## src/design/gdd_pkg.sv

```systemverilog
// Shared widths, constants, control structs and calendar tables for the day difference block.
`default_nettype none

package gdd_pkg;

   // Field widths
   localparam int DAY_W       = 5;
   localparam int MONTH_W     = 4;
   localparam int YEAR_W      = 14;
   localparam int DIFF_W      = 23;
   localparam int DAYNUM_W    = 23;
   localparam int MAX_YEAR_W  = 16;
   localparam int MAX_YEAR_DEF = 9999;

   // Reciprocal division of a year count by 100: (p * 5243) >> 19 is exact below 43690
   localparam int          RECIP_W       = 13;
   localparam int          PROD_W        = YEAR_W + RECIP_W;
   localparam logic [RECIP_W-1:0] RECIP_100 = 13'd5243;
   localparam int          DIV100_SHIFT  = 19;
   localparam int          Q_W           = 8;
   localparam int          REM_W         = 7;
   localparam int          CORR_W        = 13;
   localparam int          OFFSET_W      = 9;

   // Calendar constants
   localparam logic [MONTH_W-1:0] MONTH_JAN = 4'd1;
   localparam logic [MONTH_W-1:0] MONTH_FEB = 4'd2;
   localparam logic [MONTH_W-1:0] MONTH_DEC = 4'd12;
   localparam logic [REM_W-1:0]   CENTURY_LAST = 7'd99;
   localparam int                 DAYS_PER_YEAR = 365;
   localparam int                 DAYS_PER_CENTURY_DIV = 100;

   // Stage enables for the date units
   typedef struct packed {
      logic s1;
      logic s2;
      logic s3;
   } date_ctl_type;

   // Stage enables for the difference unit
   typedef struct packed {
      logic s4;
      logic s5;
   } diff_ctl_type;

   // Length of a month; zero for a month code that means nothing
   function automatic logic [DAY_W-1:0] month_days(input logic [MONTH_W-1:0] m,
                                                   input logic leap);
      logic [DAY_W-1:0] len;
      case (m)
         4'd1, 4'd3, 4'd5, 4'd7, 4'd8, 4'd10, 4'd12: len = 5'd31;
         4'd4, 4'd6, 4'd9, 4'd11:                     len = 5'd30;
         4'd2:                                        len = leap ? 5'd29 : 5'd28;
         default:                                     len = 5'd0;
      endcase
      return len;
   endfunction

   // Days in the year before the first of a month (common year)
   function automatic logic [OFFSET_W-1:0] days_before(input logic [MONTH_W-1:0] m);
      logic [OFFSET_W-1:0] n;
      case (m)
         4'd1:    n = 9'd0;
         4'd2:    n = 9'd31;
         4'd3:    n = 9'd59;
         4'd4:    n = 9'd90;
         4'd5:    n = 9'd120;
         4'd6:    n = 9'd151;
         4'd7:    n = 9'd181;
         4'd8:    n = 9'd212;
         4'd9:    n = 9'd243;
         4'd10:   n = 9'd273;
         4'd11:   n = 9'd304;
         4'd12:   n = 9'd334;
         default: n = 9'd0;
      endcase
      return n;
   endfunction

endpackage

`default_nettype wire

```

## src/design/gdd_date_unit.sv

```systemverilog
// Three-stage conversion of one date into a day number with a validity check.
`default_nettype none

module gdd_date_unit #(
   parameter int MAX_YEAR = gdd_pkg::MAX_YEAR_DEF
) (
   input  wire logic                          clock,
   input  wire gdd_pkg::date_ctl_type         ctl,
   input  wire logic [gdd_pkg::DAY_W-1:0]     day,
   input  wire logic [gdd_pkg::MONTH_W-1:0]   month,
   input  wire logic [gdd_pkg::YEAR_W-1:0]    year,
   output logic      [gdd_pkg::DAYNUM_W-1:0]  day_num,
   output logic                               date_ok
);
   import gdd_pkg::*;

   // Stage 1 registers
   logic [DAY_W-1:0]    day1_ff;
   logic [MONTH_W-1:0]  month1_ff;
   logic [YEAR_W-1:0]   p1_ff, p1_in;
   logic [Q_W-1:0]      q1_ff, q1_in;
   logic                ok1_ff, ok1_in;
   logic [PROD_W-1:0]   prod;

   // Stage 2 registers
   logic [DAY_W-1:0]    day2_ff;
   logic [DAYNUM_W-1:0] base2_ff, base2_in;
   logic [CORR_W-1:0]   corr2_ff, corr2_in;
   logic [OFFSET_W-1:0] offset2_ff, offset2_in;
   logic                ok2_ff, ok2_in;
   logic [REM_W-1:0]    rem;
   logic                leap;
   logic [DAY_W-1:0]    len;

   // Stage 3 registers
   logic [DAYNUM_W-1:0] num3_ff, num3_in;
   logic                ok3_ff;

   // Stage 1: years before the date, centuries by reciprocal, year and month range
   always_comb begin
      p1_in  = year - YEAR_W'(1);
      prod   = PROD_W'(p1_in) * PROD_W'(RECIP_100);
      q1_in  = Q_W'(prod >> DIV100_SHIFT);
      ok1_in = (year != '0)
             && ({{(MAX_YEAR_W-YEAR_W){1'b0}}, year} <= MAX_YEAR_W'(MAX_YEAR))
             && (month >= MONTH_JAN) && (month <= MONTH_DEC);
   end

   always_ff @(posedge clock) begin
      if (ctl.s1) begin
         day1_ff   <= day;
         month1_ff <= month;
         p1_ff     <= p1_in;
         q1_ff     <= q1_in;
         ok1_ff    <= ok1_in;
      end
   end

   // Stage 2: leap rule, day check, whole-year days and month offset
   always_comb begin
      rem  = REM_W'(p1_ff - YEAR_W'(q1_ff) * YEAR_W'(DAYS_PER_CENTURY_DIV));
      // year is a leap year when p ends in ...3 mod 4, and not a century unless mod 400
      leap = (p1_ff[1:0] == 2'b11) && ((rem != CENTURY_LAST) || (q1_ff[1:0] == 2'b11));
      len  = month_days(month1_ff, leap);
      ok2_in     = ok1_ff && (day1_ff != '0) && (day1_ff <= len);
      base2_in   = DAYNUM_W'(p1_ff) * DAYNUM_W'(DAYS_PER_YEAR);
      corr2_in   = CORR_W'(p1_ff >> 2) + CORR_W'(q1_ff >> 2) - CORR_W'(q1_ff);
      offset2_in = days_before(month1_ff)
                 + OFFSET_W'((month1_ff > MONTH_FEB) && leap);
   end

   always_ff @(posedge clock) begin
      if (ctl.s2) begin
         day2_ff    <= day1_ff;
         base2_ff   <= base2_in;
         corr2_ff   <= corr2_in;
         offset2_ff <= offset2_in;
         ok2_ff     <= ok2_in;
      end
   end

   // Stage 3: sum the day number
   assign num3_in = base2_ff + DAYNUM_W'(corr2_ff) + DAYNUM_W'(offset2_ff)
                  + DAYNUM_W'(day2_ff);

   always_ff @(posedge clock) begin
      if (ctl.s3) begin
         num3_ff <= num3_in;
         ok3_ff  <= ok2_ff;
      end
   end

   assign day_num = num3_ff;
   assign date_ok = ok3_ff;

endmodule

`default_nettype wire

```

## src/design/gdd_diff_unit.sv

```systemverilog
// Two-stage subtraction of day numbers with end-day adjustment and invalid masking.
`default_nettype none

module gdd_diff_unit (
   input  wire logic                                clock,
   input  wire gdd_pkg::diff_ctl_type               ctl,
   input  wire logic [gdd_pkg::DAYNUM_W-1:0]        first_num,
   input  wire logic [gdd_pkg::DAYNUM_W-1:0]        second_num,
   input  wire logic                                first_ok,
   input  wire logic                                second_ok,
   input  wire logic                                include_end_day,
   output logic signed [gdd_pkg::DIFF_W-1:0]       day_difference,
   output logic                                     invalid_date
);
   import gdd_pkg::*;

   localparam int WIDE_W = DAYNUM_W + 1;

   logic signed [WIDE_W-1:0] diff4_ff, diff4_in;
   logic                     inc4_ff;
   logic                     bad4_ff;
   logic signed [WIDE_W-1:0] step;
   logic signed [WIDE_W-1:0] sum;
   logic signed [DIFF_W-1:0] out5_ff, out5_in;
   logic                     bad5_ff;

   // Stage 4: raw difference
   assign diff4_in = signed'({1'b0, second_num}) - signed'({1'b0, first_num});

   always_ff @(posedge clock) begin
      if (ctl.s4) begin
         diff4_ff <= diff4_in;
         inc4_ff  <= include_end_day;
         bad4_ff  <= !(first_ok && second_ok);
      end
   end

   // Stage 5: step one day away from zero, zero the result of an impossible date
   always_comb begin
      if (!inc4_ff) begin
         step = '0;
      end else if (diff4_ff[WIDE_W-1]) begin
         step = '1;
      end else begin
         step = WIDE_W'(1);
      end
      sum     = diff4_ff + step;
      out5_in = bad4_ff ? '0 : signed'(sum[DIFF_W-1:0]);
   end

   always_ff @(posedge clock) begin
      if (ctl.s5) begin
         out5_ff <= out5_in;
         bad5_ff <= bad4_ff;
      end
   end

   assign day_difference = out5_ff;
   assign invalid_date   = bad5_ff;

endmodule

`default_nettype wire

```

## src/design/gregorian_day_difference.sv

```systemverilog
// Top level: days between two Gregorian dates, five-stage pipeline.
`default_nettype none

// Gives the signed day count from the first date to the second, one request per
// cycle while the result side does not stall; a request passes through the five
// register stages in order. Each stage holds its own valid bit and moves as soon
// as the stage after it has room, so bubbles are squeezed out and requests keep
// coming in while a result waits, until every stage is full. Stages one to
// three turn each date into a day number (reciprocal divide by 100, leap rule,
// month table, final sum); stages four and five subtract and apply the end-day
// step. A date with an impossible day, month or year (0 or above MAX_YEAR)
// sets rsp_invalid_date and gives a difference of zero.
module gregorian_day_difference #(
   parameter int MAX_YEAR = gdd_pkg::MAX_YEAR_DEF
) (
   input  wire logic                               clock,
   input  wire logic                               reset,
   input  wire logic                               req_valid,
   output logic                                    req_stall,
   input  wire logic [gdd_pkg::DAY_W-1:0]          req_first_day,
   input  wire logic [gdd_pkg::MONTH_W-1:0]        req_first_month,
   input  wire logic [gdd_pkg::YEAR_W-1:0]         req_first_year,
   input  wire logic [gdd_pkg::DAY_W-1:0]          req_second_day,
   input  wire logic [gdd_pkg::MONTH_W-1:0]        req_second_month,
   input  wire logic [gdd_pkg::YEAR_W-1:0]         req_second_year,
   input  wire logic                               req_include_end_day,
   output logic                                    rsp_valid,
   input  wire logic                               rsp_stall,
   output logic signed [gdd_pkg::DIFF_W-1:0]       rsp_day_difference,
   output logic                                    rsp_invalid_date
);
   import gdd_pkg::*;

   logic v1_ff, v2_ff, v3_ff, v4_ff, v5_ff;
   logic rdy1, rdy2, rdy3, rdy4, rdy5;
   logic inc1_ff, inc2_ff, inc3_ff;
   date_ctl_type date_ctl;
   diff_ctl_type diff_ctl;
   logic [DAYNUM_W-1:0] first_num, second_num;
   logic first_ok, second_ok;

   // Each stage loads when it is empty or the stage after it moves
   assign rdy5 = !v5_ff || !rsp_stall;
   assign rdy4 = !v4_ff || rdy5;
   assign rdy3 = !v3_ff || rdy4;
   assign rdy2 = !v2_ff || rdy3;
   assign rdy1 = !v1_ff || rdy2;

   assign date_ctl = '{s1: rdy1, s2: rdy2, s3: rdy3};
   assign diff_ctl = '{s4: rdy4, s5: rdy5};

   assign req_stall = !rdy1;
   assign rsp_valid = v5_ff;

   // Advance valid bits with the data
   always_ff @(posedge clock) begin
      if (reset) begin
         v1_ff <= 1'b0;
         v2_ff <= 1'b0;
         v3_ff <= 1'b0;
         v4_ff <= 1'b0;
         v5_ff <= 1'b0;
      end else begin
         if (rdy1) v1_ff <= req_valid;
         if (rdy2) v2_ff <= v1_ff;
         if (rdy3) v3_ff <= v2_ff;
         if (rdy4) v4_ff <= v3_ff;
         if (rdy5) v5_ff <= v4_ff;
      end
   end

   // Carry the end-day flag alongside the date stages
   always_ff @(posedge clock) begin
      if (rdy1) inc1_ff <= req_include_end_day;
      if (rdy2) inc2_ff <= inc1_ff;
      if (rdy3) inc3_ff <= inc2_ff;
   end

   gdd_date_unit #(.MAX_YEAR(MAX_YEAR)) u_first (
      .clock   (clock),
      .ctl     (date_ctl),
      .day     (req_first_day),
      .month   (req_first_month),
      .year    (req_first_year),
      .day_num (first_num),
      .date_ok (first_ok)
   );

   gdd_date_unit #(.MAX_YEAR(MAX_YEAR)) u_second (
      .clock   (clock),
      .ctl     (date_ctl),
      .day     (req_second_day),
      .month   (req_second_month),
      .year    (req_second_year),
      .day_num (second_num),
      .date_ok (second_ok)
   );

   gdd_diff_unit u_diff (
      .clock           (clock),
      .ctl             (diff_ctl),
      .first_num       (first_num),
      .second_num      (second_num),
      .first_ok        (first_ok),
      .second_ok       (second_ok),
      .include_end_day (inc3_ff),
      .day_difference  (rsp_day_difference),
      .invalid_date    (rsp_invalid_date)
   );

   // An impossible date always comes out as a zero difference
   a_invalid_zero: assert property (@(posedge clock) disable iff (reset)
      (rsp_valid && rsp_invalid_date) |-> (rsp_day_difference == '0))
      else $error("invalid date with nonzero difference");

   // Input is held back only when every stage is full and the output is stalled
   a_stall_full: assert property (@(posedge clock) disable iff (reset)
      req_stall |-> (v1_ff && v2_ff && v3_ff && v4_ff && v5_ff && rsp_stall))
      else $error("request stalled with room in the pipeline");

   // Reset empties the pipeline
   a_reset_empty: assert property (@(posedge clock)
      reset |=> (!rsp_valid && !v1_ff && !v4_ff))
      else $error("pipeline not empty after reset");

endmodule

`default_nettype wire
```

## config.mk

```make
export PLATFORM = sky130hd
export DESIGN_NAME = gregorian_day_difference
export DESIGN_NICKNAME = d
export VERILOG_FILES = /design/src/design/gdd_pkg.sv /design/src/design/gdd_date_unit.sv /design/src/design/gdd_diff_unit.sv /design/src/design/gregorian_day_difference.sv
export SDC_FILE = /design/constraint.sdc
export NUM_CORES = 1
export LEC_CHECK = 0
export ABC_AREA = 1
export BUFFER_PORTS_ARGS = -buffer_cell sky130_fd_sc_hd__buf_4
export CAP_MARGIN = 20
export CORE_ASPECT_RATIO = 1.5
export CORE_MARGIN = 2
export CORE_UTILIZATION = 45
export DETAILED_ROUTE_END_ITERATION = 16
export HOLD_SLACK_MARGIN = 0.05
export MAX_ROUTING_LAYER = met4
export RECOVER_POWER = 25
export SYNTH_ARGS = -nofsm -noshare
export SYNTH_HDL_FRONTEND = slang
export SYNTH_SLANG_ARGS = --single-unit
```

## constraint.sdc

```tcl
create_clock -name clock -period 7.7 [get_ports clock]
set_input_delay 0.385 -clock clock [delete_from_list [all_inputs] [get_ports clock]]
set_output_delay 0.385 -clock clock [all_outputs]
set_load 0.01 [all_outputs]
```

==> flow_summary.ini <==
[run_status]
status = complete, but fails checks
failed_checks = max-capacitance violations, max-slew violations

[sta]
tightest_slew_ns = 2.742
slew_headroom = -0.8280
tns_ns = 0
period_needed_ns = 5.449
rsz0062_at_grt = no
period_share = 0.7077
hold_viol_final = 0
slew_violations = 80
max_freq_mhz = 183.5
setup_violations = 0
finalClockSkew_ns = 0.04049

[worst_setup_path]
crit_start = rsp_valid
endpoint_kind = primary output
arrival_ns = 5.06
rr_worst_depth = 13
crit_fanout = 51
endpoint = req_stall
regToRegSetupSlack_ns = 2.38
crit_chain = nand4_2 > clkbuf_1 > nor2_1 > nand2_4 > buf_4 > inv_1 > buf_4
rr_startpoint = rsp_valid
slowest_delay_ns = 1.93
crit_slowest_cell = clkbuf_1
cp-start-kind = flip-flop
crit_type = flip-flop to primary output
crit_top_cell = buf_4
cp_data_required_time_ns = 7.32

[cts]
cts_sinks = 290
root_buffer = clkbuf_16
cts_htree_levels = 1
clockBufferDepth = 3
holdBufCountCts = 21
post_cts_resized = 0
clk_pin_slew_worst_paths_ns = 0.08
clk_latency_ns = 0.63
cts_setup_buffers = 0
cts_tree = built
cts_buffers = 31

[synthesis]
netlist_area_mm2 = 0.03091
synth_nets = 4347
synth-warning-count = 0
ys_seq_area_frac = 0.2743
synthCells = 3581
synth_top_area_frac = 0.2594
synth.area.top_cells = edfxtp_1, ha_1, fa_1
synth_seq_cells = 290
synth_largest_area_cell = edfxtp_1
syn_area_per_cell_um2 = 8.632
synth_cell_types = 43

[detailed_routing]
wl_um = 73420
dr.first_iter.drc_count = 958
wl_per_cell_um = 15.86
viasPerCell = 4.987
ant_nets = 0
drcViolationCount = 0
vias = 23092
drtPass1Iterations = 5

[floorplan]
fp.dieW_um = 218.0
die_h_um = 325.0
ioPinCount = 77
fp-row-count = 117
dieArea_mm2 = 0.07085
start_util = 0.4551
core_area_mm2 = 0.06793

[placed_design]
dp.cells = 4551
gp_congestion = 0.9647
dpl-instance-area_mm2 = 0.03262
port_buffers = 76
place_hpwl_um = 63690

[layout]
finish.instance_area_mm2 = 0.03387
drive_gt1_frac = 0.03772
instances_no_fill = 4630
post-route-util = 0.4986
area_growth_pct = 9.569
num-nets-final = 4479
insertedDiodeCount = 0

[grt]
grt_pass1_wl_um = 119500
grt_pass1_vias = 24098
antenna_found_initial = 0
grt_usage = 0.2189
grt_start_max_net_pins = 53
grt-ovfl-total = 0

[job]
maxCapViolCount = 2

[hold_path]
hold_class = primary input to flip-flop
## worst max-delay path, delay by kind of cell (launching register included)
kind / cells / cell delay [ns]
AND/OR/NAND/NOR: 3 / 1.21
buffers and inverters: 4 / 2.81
flip-flops: 1 / 0.34
## through the flow
step,hold slack [ns],worst slack (ns)
4_1_cts,0.1010,2.231
3_5_place_dp,0.4045,1.584
5_1_grt,0.2185,1.727
6_report,0.2028,2.251
2_1_floorplan,0.4003,2.217
3_3_place_gp,0.4028,1.663
## flip-flops by register name (all words and copies together), names as in the netlist, 8 cells and up, named ones only
signal / count
u_diff.diff4_ff: 24
u_diff.day_difference: 23
u_first.base2_ff: 23
u_first.day_num: 23
u_second.base2_ff: 23
u_second.day_num: 23
u_first.p1_ff: 14
u_second.p1_ff: 14
u_first.corr2_ff: 13
u_second.corr2_ff: 13
u_first.offset2_ff: 9
u_second.offset2_ff: 9
u_first.q1_ff: 8
u_second.q1_ff: 8
## placed cells by master (no fill, tap or decap), types with 7 or more instances in the layout
| cell | count |
|---|---|
| xnor2_1 | 38 |
| buf_4 | 53 |
| xor2_1 | 104 |
| o21ai_0 | 91 |
| dlygate4sd3_1 | 21 |
| dfxtp_1 | 23 |
| nor2_1 | 248 |
| edfxtp_1 | 267 |
| ha_1 | 463 |
| nor3_1 | 43 |
| clkbuf_16 | 33 |
| inv_1 | 788 |
| clkbuf_1 | 20 |
| nand4_1 | 54 |
| o21ai_2 | 7 |
| o211ai_1 | 7 |
| nand2_1 | 726 |
| clkbuf_4 | 9 |
| a21o_1 | 14 |
| a21oi_1 | 204 |
| o21a_1 | 9 |
| o21ai_1 | 7 |
| nand3_1 | 164 |
| fa_1 | 252 |
| o21bai_1 | 19 |
## area by class of cell
class | count | area [um^2]
multi-input combinational | 2496 | 19410
inverter | 792 | 2975
fill | 6631 | 34060
sequential | 290 | 8478
clock buffer | 39 | 898.4
timing repair buffer | 102 | 747.0
tap | 892 | 1116
clock inverter | 19 | 241.5
## cell usage after synthesis (all sizes together)
cell     count
nand3      164
nor3b        2
clkbuf       1
nand4       55
nor2       251
nand2      728
o211a        1
and2         3
nor4         5
xor2       104
buf          2
a21oi      204
or2          5
nand3b       6
dfxtp       23
nor3        43
o31ai        3
o21bai      19
fa         252
o21a         9
o2111ai      2
a31oi        3
o21ai      107
inv        792
xnor2       38
o22ai        2
o211ai       7
ha         463
a21boi       3
and3         3
edfxtp     267
a21o        14
## routing by layer
layer  vias to the layer above  wire length, um  GRT usage
met1                     10820            28240     0.2258
li1                      11765                -          -
met5                         -                0          -
met2                       341            39630     0.4150
met4                         0             3781    0.09982
met3                       166             1765    0.01795
## logic make-up after synthesis
family                   synth area share
AND/OR/NAND/NOR                    0.1700
buffers and inverters             0.09702
adder cells (fa/ha/maj)            0.3506
AO/OA/AOI/OAI                     0.06719
flip-flops                         0.2743
XOR/XNOR                          0.04084
## worst min path at each step
| stage | startpoint | to | slack, ns | depth (start not counted) |
|---|---|---|---|---|
| after global placement | inc3_ff | u_diff.inc4_ff | 0.40 | 0 |
| after CTS | req_first_year[0] | u_first.p1_ff[0] | 0.10 | 2 |
| after global routing | req_first_year[0] | u_first.p1_ff[0] | 0.22 | 2 |
| after floorplan | inc1_ff | inc2_ff | 0.40 | 0 |
| after detailed placement | inc3_ff | u_diff.inc4_ff | 0.40 | 0 |
| final | req_first_year[0] | u_first.p1_ff[0] | 0.20 | 2 |
Power is left out: the tool's default activity adds up to more than one toggle a clock period on the data nets, which glitch-free logic cannot reach.
